--- src/rtl/core/dqtu_pkg.sv ---
// shared types, constants and register codes for the double q-table update block
package dqtu_pkg;

  localparam int ROWS_DEF    = 1024;
  localparam int ACTIONS_DEF = 3;

  localparam int STATE_W = 10;
  localparam int ACT_W   = 2;
  localparam int VAL_W   = 32;
  localparam int FRAC_W  = 16;
  localparam int LIM_W   = 11;

  localparam int CFG_ADDR_W = 4;
  localparam int CFG_DATA_W = 32;

  // shared multiplier: signed 33 x signed 17
  localparam int MUL_A_W = 33;
  localparam int MUL_B_W = 17;
  localparam int MUL_P_W = MUL_A_W + MUL_B_W;

  localparam logic [FRAC_W-1:0] LEARN_RATE_RST  = 16'd6554;
  localparam logic [FRAC_W-1:0] DISCOUNT_RST    = 16'd58982;
  localparam logic [LIM_W-1:0]  ROWS_IN_USE_RST = 11'd1024;

  localparam logic [VAL_W-1:0] VAL_MAX = 32'h7FFF_FFFF;
  localparam logic [VAL_W-1:0] VAL_MIN = 32'h8000_0000;

  typedef enum logic [1:0] {
    REG_LEARN_RATE  = 2'd0,
    REG_DISCOUNT    = 2'd1,
    REG_ROWS_IN_USE = 2'd2
  } cfg_reg_t;

  typedef struct packed {
    logic [FRAC_W-1:0] learn_rate;
    logic [FRAC_W-1:0] discount;
    logic [LIM_W-1:0]  rows_in_use;
  } cfg_regs_t;

  typedef struct packed {
    logic [STATE_W-1:0]      state_index;
    logic [ACT_W-1:0]        taken_action;
    logic signed [VAL_W-1:0] reward_value;
    logic                    table_pick;
  } in_item_t;

  typedef struct packed {
    logic signed [VAL_W-1:0] updated_value;
    logic [ACT_W-1:0]        next_greedy_action;
    logic                    range_error;
  } out_item_t;

endpackage

--- src/rtl/core/dqtu_mul.sv ---
// shared signed multiplier with registered product
module dqtu_mul
  import dqtu_pkg::*;
(
  input  logic                      clk,
  input  logic signed [MUL_A_W-1:0] op_a,
  input  logic signed [MUL_B_W-1:0] op_b,
  output logic signed [MUL_P_W-1:0] prod_r
);

  logic signed [MUL_P_W-1:0] prod_nxt;

  assign prod_nxt = MUL_P_W'(op_a) * MUL_P_W'(op_b);

  always_ff @(posedge clk) begin
    prod_r <= prod_nxt;
  end

endmodule

--- config.mk ---
export PLATFORM = sky130hd
export DESIGN_NAME = dqtu_mul
export DESIGN_NICKNAME = d
export VERILOG_FILES = /design/src/rtl/core/dqtu_pkg.sv /design/src/rtl/core/dqtu_mul.sv
export SDC_FILE = /design/constraint.sdc
export NUM_CORES = 2
export LEC_CHECK = 0
export BUFFER_PORTS_ARGS = -buffer_cell sky130_fd_sc_hd__buf_4
export CORE_ASPECT_RATIO = 0.75
export CORE_MARGIN = 2
export CORE_UTILIZATION = 25
export DETAILED_ROUTE_END_ITERATION = 6
export PLACE_DENSITY = 0.51
export SETUP_SLACK_MARGIN = 0.3
export SKIP_LAST_GASP = 1
export SLEW_MARGIN = 20
export SYNTH_ARGS = -nofsm -noshare
export SYNTH_HDL_FRONTEND = slang
export SYNTH_SLANG_ARGS = --single-unit
--- constraint.sdc ---
create_clock -name clk -period 6.8 [get_ports clk]
set_input_delay 0.68 -clock clk [delete_from_list [all_inputs] [get_ports clk]]
set_output_delay 0.68 -clock clk [all_outputs]
set_load 0.05 [all_outputs]
==> metrics.csv <==
metric,value,unit
vias post-DR,14093,
top_reg_cell synth,dfxtp_1,
post-synthesis xor/xnor area fraction,0.0214,
actual transition at the worst max-transition pin,0.552,ns
# Post-CTS Setup Buffers,0,
arrival time at the worst endpoint,6.62,ns
Placer Congestion,0.817,
worst hold-check path type,input port to flop,
DIE HEIGHT,249,um
Top reg by flops,prod_r,
number of global-route vias before repair,15532,
largest family of logic cells by synthesized area,adder cells,
setup violators final,0,
Initial Util,0.254,
Layout Cells excl Fill,3308,
Detailed Route WL,56.6,mm
port bufs,100,
Post-Synth Simple-Gate Area,0.156,
first-pass GRT wire length,92.2,mm
post-DR wirelength/cell,17.1,um
placed instance count,3299,
Fin. Hold Viols,0,
fraction of final layout cells sized beyond drive strength 1,0.0995,
Top Registers,prod_r: 50 flops,
yosys warns,0,
post-synthesis mux area share,0.000499,
Slew HR,0.629,
DRT iter0 DRCs,870,
Synth Area in Adders,0.608,
pin count of the biggest net entering global routing,34,
CTS tree,yes,
Worst EP required,7.06,ns
Pins Over Slew Limit,0,
hold buffers post-CTS,0,
Area Overhead vs Synth,14.2,%
fmax,0.157,GHz
maximum fanout along the worst path,27,
cell count after synthesis,2150,
post-synthesis cell area,0.0201,mm2
htree depth,2,
Setup CP Type,input port to flop,
site row count,89,
core area,0.0791,mm2
cell taking the most area after synthesis,fa_1,
post-detail-place hpwl,48.6,mm
"Seq/Total Area, Yosys",0.0499,
post-synth top area share,0.535,
drt pass-1 iters,6,
syn_area_per_cell,9.33,um2
#FFs+latches synth,50,
Nets,2964,
unrepaired setup endpoints after global routing,yes,
CTS buffer count,5,
status,finished clean,
Setup TNS,0,ns
compound-cell area share of the yosys netlist,0.0509,
clk sink count,50,
chip width,331,um
Startpoint Class,input port,
clk slew on worst S/H paths,0.08,ns
Netlist cell types,53,
Hold Path Stages,2,
Longest Clk Path Bufs,2,
"Net Count, Synth",2854,
Via density,4.26,
die area,0.0825,mm2
"top cells by area, synth","fa_1 (53%), inv_1 (9.6%), and2_1 (7.3%)",
I/O pin total,101,
total global routing overflow,0,
initial antenna violation count,1,
Final ANT Viol Nets,0,
crit path time final,6.35,ns
GRT Resource Usage Total,0.145,
Post-synth ARST share,0,
"EDFF count, synth",0,
CP endpoint kind,flop,
root buffer cell,clkbuf_16,
fin crit share,0.934,
Largest register FFs,50,
Max Cap Viol,0,
DRC viols,0,
[through the flow]
| stage | area (um2) | utilization | hold slack (ns) | setup WS, ns |
|---|---|---|---|---|
| floorplan | 20100 | - | 0.802 | 0.526 |
| global placement | 22600 | 0.286 | 1.13 | -0.244 |
| finish | 22900 | 0.290 | 0.838 | 0.447 |
| CTS | 22800 | 0.288 | 0.823 | 0.303 |
| global route | 22900 | 0.290 | 0.870 | 0.288 |
| detailed placement | 22600 | 0.286 | 1.13 | -0.220 |
[cells in the mapped netlist, types with 2 or more instances]
master / instances
a2111oi_0: 3
a211o_1: 3
a211oi_1: 7
a21boi_0: 2
a21o_1: 23
a21oi_1: 40
a221oi_1: 3
a31oi_1: 6
a31oi_4: 2
and2_1: 234
and3_1: 6
clkbuf_1: 90
dfxtp_1: 50
fa_1: 536
ha_1: 117
inv_1: 513
nand2_1: 319
nand2b_1: 10
nand3_1: 9
nand4_1: 7
nor2_1: 37
nor2b_1: 6
nor3_1: 9
o211ai_1: 3
o211ai_2: 2
o21a_1: 9
o21ai_0: 23
o21ai_1: 3
o21bai_1: 3
o2bb2ai_1: 2
o311ai_1: 2
or3_1: 3
xnor2_1: 36
xor2_1: 13
[worst max-delay path: stages]
cell	delay, ns
buf_4	0.32
nand2_1	0.13
fa_1	0.52
inv_1	0.05
fa_1	0.63
fa_1	0.48
fa_1	0.50
fa_1	0.50
inv_1	0.05
fa_1	0.47
inv_1	0.04
ha_1	0.28
a211o_1	0.27
a21oi_1	0.17
buf_4	0.17
o221ai_2	0.11
a211o_1	0.27
a31o_2	0.29
buf_4	0.17
a21o_1	0.16
a21oi_1	0.16
xnor2_1	0.13
[routing by layer]
layer	track usage	routed length [um]	vias to the layer above
li1	-	-	6461
met2	0.200	22500	351
met5	0	0	-
met1	0.241	30900	7263
met3	0.0170	2810	18
met4	0.0193	421	0
[cell usage in the layout (no fill, tap or decap), types with 8 or more instances in the layout]
master and n:
inv_1 513, nor3_1 8, nand2b_1 10, nor2_1 37, and2_1 233, xor2_1 13, o21ai_0 22, dfxtp_1 50
buf_4 179, fa_1 536, nand2_1 319, nand3_1 8, a21o_1 23, ha_1 115, o21a_1 9, xnor2_1 36
a21oi_1 39, buf_12 11
[repair_timing]
action | in CTS | in global routing
cloned | 0 | 0
pin swaps | 0 | 1
gates resized for setup | 3 | 21
setup endpoints to repair | 6 | 13
[worst paths after layout]
check / startpoint / to / slack, ns
setup / recovery: op_b[12] / prod_r[43] / 0.45
hold / removal: op_b[0] / prod_r[0] / 0.84
[layout make-up]
type | count | area [um2]
inverters | 514 | 1930
diodes | 1 | 2.50
flip-flops and latches | 50 | 1000
clock inverters | 3 | 40.0
repair buffers | 194 | 1610
fillers | 8469 | 56200
clock buffers | 5 | 125
well taps | 1046 | 1310
multi-input cells | 1495 | 16900
[cell families after synthesis]
logic type | after synthesis
muxes | 1
adders and majority gates | 653
and+or+nand+nor | 645
buffers and inverters | 605
AOI/OAI and AO/OA | 147
DFF | 50
xor gates and xnor gates | 49
Power is not shown: default switching activity piles up to over one toggle a cycle in this logic, so the estimate is an artifact.
