## src/rtl/core/dqtu_pkg.sv

```systemverilog
// shared types, constants and register codes for the double q-table update block
package dqtu_pkg;

  localparam int ROWS_DEF    = 1024;
  localparam int ACTIONS_DEF = 3;

  localparam int STATE_W = 10;
  localparam int ACT_W   = 2;
  localparam int VAL_W   = 32;
  localparam int FRAC_W  = 16;
  localparam int LIM_W   = 11;

  localparam int CFG_ADDR_W = 4;
  localparam int CFG_DATA_W = 32;

  // shared multiplier: signed 33 x signed 17
  localparam int MUL_A_W = 33;
  localparam int MUL_B_W = 17;
  localparam int MUL_P_W = MUL_A_W + MUL_B_W;

  localparam logic [FRAC_W-1:0] LEARN_RATE_RST  = 16'd6554;
  localparam logic [FRAC_W-1:0] DISCOUNT_RST    = 16'd58982;
  localparam logic [LIM_W-1:0]  ROWS_IN_USE_RST = 11'd1024;

  localparam logic [VAL_W-1:0] VAL_MAX = 32'h7FFF_FFFF;
  localparam logic [VAL_W-1:0] VAL_MIN = 32'h8000_0000;

  typedef enum logic [1:0] {
    REG_LEARN_RATE  = 2'd0,
    REG_DISCOUNT    = 2'd1,
    REG_ROWS_IN_USE = 2'd2
  } cfg_reg_t;

  typedef struct packed {
    logic [FRAC_W-1:0] learn_rate;
    logic [FRAC_W-1:0] discount;
    logic [LIM_W-1:0]  rows_in_use;
  } cfg_regs_t;

  typedef struct packed {
    logic [STATE_W-1:0]      state_index;
    logic [ACT_W-1:0]        taken_action;
    logic signed [VAL_W-1:0] reward_value;
    logic                    table_pick;
  } in_item_t;

  typedef struct packed {
    logic signed [VAL_W-1:0] updated_value;
    logic [ACT_W-1:0]        next_greedy_action;
    logic                    range_error;
  } out_item_t;

endpackage

```

## src/rtl/core/dqtu_cfg.sv

```systemverilog
// apb-style configuration registers: learning rate, discount, rows in use
module dqtu_cfg
  import dqtu_pkg::*;
(
  input  logic                  clk,
  input  logic                  rst_n,
  input  logic                  psel,
  input  logic                  penable,
  input  logic                  pwrite,
  input  logic [CFG_ADDR_W-1:0] paddr,
  input  logic [CFG_DATA_W-1:0] pwdata,
  output logic [CFG_DATA_W-1:0] prdata,
  output logic                  pready,
  output cfg_regs_t             regs
);

  cfg_regs_t regs_r;
  cfg_regs_t regs_nxt;
  cfg_reg_t  reg_sel;

  assign reg_sel = cfg_reg_t'(paddr[3:2]);
  assign pready  = 1'b1;
  assign regs    = regs_r;

  always_comb begin
    regs_nxt = regs_r;
    if (psel && penable && pwrite) begin
      case (reg_sel)
        REG_LEARN_RATE:  regs_nxt.learn_rate  = pwdata[FRAC_W-1:0];
        REG_DISCOUNT:    regs_nxt.discount    = pwdata[FRAC_W-1:0];
        REG_ROWS_IN_USE: regs_nxt.rows_in_use = pwdata[LIM_W-1:0];
        default: ;
      endcase
    end
  end

  always_comb begin
    case (reg_sel)
      REG_LEARN_RATE:  prdata = {(CFG_DATA_W-FRAC_W)'(0), regs_r.learn_rate};
      REG_DISCOUNT:    prdata = {(CFG_DATA_W-FRAC_W)'(0), regs_r.discount};
      REG_ROWS_IN_USE: prdata = {(CFG_DATA_W-LIM_W)'(0), regs_r.rows_in_use};
      default:         prdata = '0;
    endcase
  end

  always_ff @(posedge clk) begin
    if (!rst_n) begin
      regs_r.learn_rate  <= LEARN_RATE_RST;
      regs_r.discount    <= DISCOUNT_RST;
      regs_r.rows_in_use <= ROWS_IN_USE_RST;
    end else begin
      regs_r <= regs_nxt;
    end
  end

endmodule

```

## config.mk

```make
export PLATFORM = sky130hd
export DESIGN_NAME = dqtu_cfg
export DESIGN_NICKNAME = d
export VERILOG_FILES = /design/src/rtl/core/dqtu_pkg.sv /design/src/rtl/core/dqtu_cfg.sv
export SDC_FILE = /design/constraint.sdc
export NUM_CORES = 1
export LEC_CHECK = 0
export ABC_AREA = 1
export BUFFER_PORTS_ARGS = -buffer_cell sky130_fd_sc_hd__buf_2
export CAP_MARGIN = 20
export CORE_MARGIN = 4
export CORE_UTILIZATION = 30
export CTS_CLUSTER_DIAMETER = 120
export CTS_CLUSTER_SIZE = 25
export DETAILED_ROUTE_END_ITERATION = 8
export PLACE_DENSITY = 0.65
export REMOVE_ABC_BUFFERS = 1
export SLEW_MARGIN = 30
export SYNTH_ARGS = -nofsm -noshare
export SYNTH_HDL_FRONTEND = slang
export SYNTH_SLANG_ARGS = --single-unit
```

## constraint.sdc

```tcl
create_clock -name clk -period 0.9 [get_ports clk]
set_input_delay 0.18 -clock clk [delete_from_list [all_inputs] [get_ports clk]]
set_output_delay 0.18 -clock clk [all_outputs]
set_load 0.01 [all_outputs]
```

==> results.yml <==
critical_path:
  cp_max_fo: 2
  critPathBufInv: 1
  worstReg2RegStart: "regs[39]"
  max_stage_delay_ns: 0.33
  r2r-end: "regs[39]"
  required_ns: 0.72
  endpoint_kind: "primary output"
  reg2reg_slack_ns: -0.01
  slowest_stage: "dfxtp_2"
  worstSetupStartpointType: "flip-flop"
  path_cells: "a22o_1 -> buf_2"
  worstPathArrival_ns: 0.98
  cp_top_family: "flip-flops"
  cp.depth: 2
  worst-setup-path-type: "flip-flop to primary output"
  ff2ff_path_depth: 5
logic_synthesis:
  syn_avg_cell_area_um2: 6.81
  synth-seq-cells: 43
  yosys.area.top_type_share: 0.401
  synth_ff_type: "dfxtp_1"
  syn_inst: 315
  synthTopCellsByArea: "dfxtp_1, nand2_1, nand3_1, nor2_1, buf_4"
  synth.distinct_cells: 18
  syn_area_mm2: 0.00215
  synthArstFlopShare: 0
  synth_edf_count: 0
  ys_seq_area_frac: 0.401
  ys_warn_count: 0
  yosys.area.top_type: "dfxtp_1"
drt:
  drt_wl_total_um: 7650
  wl_met2_um: 3930
  wl_met1_um: 3070
  routed.top_layer: "met4"
  wire_per_inst_um: 14.0
  viasPerCell: 4.52
  drtIter0Drc: 82
  wl_met3_um: 499
  firstDrtPassIters: 4
  ant_nets: 0
  vias: 2476
  drc: 0
power:
  power_report.internal_total_mw: 3.24
  p_seq_frac: 0.443
  leakage_nw: 1.96
  p_switching_mw: 1.22
  power_density_mw_per_mm2: 1130
  p_clk_frac: 0.346
  switching_share: 0.274
  peakVddDrop_mv: 0.800
  pwr-share-comb: 0.211
  p_total_mw: 4.46
final_layout:
  register_area_um2: 937
  largest_reg_flops: 43
  n_antenna_cell: 0
  stdcell_count: 548
  fillers: 653
  final_common_cell: "buf_6"
  nNetsFinal: 492
  area_growth_pct: 83.4
  most-common-layout-cells: "buf_6, nand2_1, nor2_1"
  multi_input_area_mm2: 0.00120
  final_layout_size_suffix_gt1_frac: 0.553
  final_cell_area_mm2: 0.00394
cts:
  h-tree-depth: 2
  cts_buffers: 5
  cts_tree: "yes"
  clock_path_buffers: 2
  clk_latency_ns: 0.30
  path_clk_slew_ns: 0.09
  clkSinkCount: 43
  root_buffer: "clkbuf_8"
  cts.hold.buffers_added: 0
floorplan:
  coreArea_mm2: 0.00687
  chipWidth_um: 92.6
  rows: 30
  ios: 117
  die-area_mm2: 0.00857
  start_util: 0.312
  die_h_um: 92.6
run_status:
  violations: "negative setup slack"
  status: "complete, but fails checks"
timing:
  drv_slew: 0
  hold_viol: 0
  whs_ns: 0.0999
  skew_ns: 0
  period_share: 1.29
  rsz0062_at_grt: "yes"
  fin_setup_tns_ns: -7.78
  period_needed_ns: 1.16
  fmax_mhz: 862
  setup_slack_ns: -0.261
  finalSetupViolCount: 60
worst_hold_path:
  holdPathEnd: "regs[20]"
  min-delay-start: "pwdata[9]"
  holdPathStages: 3
  hp-class: "input pin to flip-flop"
placed_design:
  dp_hpwl_um: 4740
  placed_cells: 499
  globalplace.congestion: 0.777
  dpl_cell_area_mm2: 0.00275
  port-buffer-count: 81
grt:
  antenna_found_initial: 0
  grt.overflow.total: 0
  grt_pass1_vias: 2278
  grt_max_degree: 25
  groute.usage.overall: 0.166
  grt_pass1_wl_um: 11200
flow_run:
  maxCapViolations: 0
power groups by stage:
stage	Combinational, mW	Sequential (mW)	Clock [mW]
CTS	0.789	1.99	1.59
global route	1.02	1.98	1.67
floorplan	0.277	2.04	0
finish	0.940	1.97	1.54
detailed placement	0.639	2.02	0
global placement	0.632	2.02	0
cell families after synthesis:
logic type,after synthesis,synth area share
AO/OA/AOI/OAI,6,0.0227
buffers and inverters,52,0.146
flip-flops,43,0.401
other,2,0.00350
AND/OR/NAND/NOR,212,0.426
worst min-delay path, stage by stage:
cell and delay (ns):
buf_2 0.09, nand2_1 0.05, nand3_1 0.06
what timing repair did:
action,4_1_cts,5_1_grt
setup endpoints to repair,59,60
gates cloned,2,0
gates resized for setup,118,79
setup buffers,13,26
pin swaps,14,21
cell type report:
| class | instances | area share |
|---|---|---|
| clock inverter | 3 | 0.0111 |
| multi-input combinational | 235 | 0.305 |
| tap | 96 | 0.0305 |
| timing repair buffer | 147 | 0.378 |
| sequential | 43 | 0.238 |
| inverter | 19 | 0.0194 |
| clock buffer | 5 | 0.0175 |
cell usage after synthesis, types with 4 or more instances:
library cell,count
nand3_1,54
nor2_1,52
inv_1,16
nor2_4,4
nand2_1,95
buf_4,23
dfxtp_1,43
a22o_1,5
buf_6,4
through the flow:
step | setup slack, ns | utilization
after floorplan | -0.327 | -
after global placement | -0.245 | 0.400
after detailed placement | -0.269 | 0.400
after CTS | -0.260 | 0.501
after global routing | -0.308 | 0.573
final | -0.261 | 0.573
metal layers:
metal | GRT usage | up-vias
li1 | - | 1220
met1 | 0.198 | 1148
met2 | 0.292 | 93
met3 | 0.0398 | 15
met4 | 0.0532 | 0
met5 | 0 | -
worst max-delay path by stage:
stage | slack, ns | endpoint | startpoint
floorplan | -0.33 | regs[28] | paddr[3]
global placement | -0.24 | prdata[6] | paddr[3]
detailed placement | -0.27 | prdata[9] | paddr[3]
CTS | -0.26 | prdata[11] | regs[38]
global route | -0.31 | prdata[11] | paddr[2]
finish | -0.26 | prdata[15] | regs[42]
(Power assumes the default switching activity.)
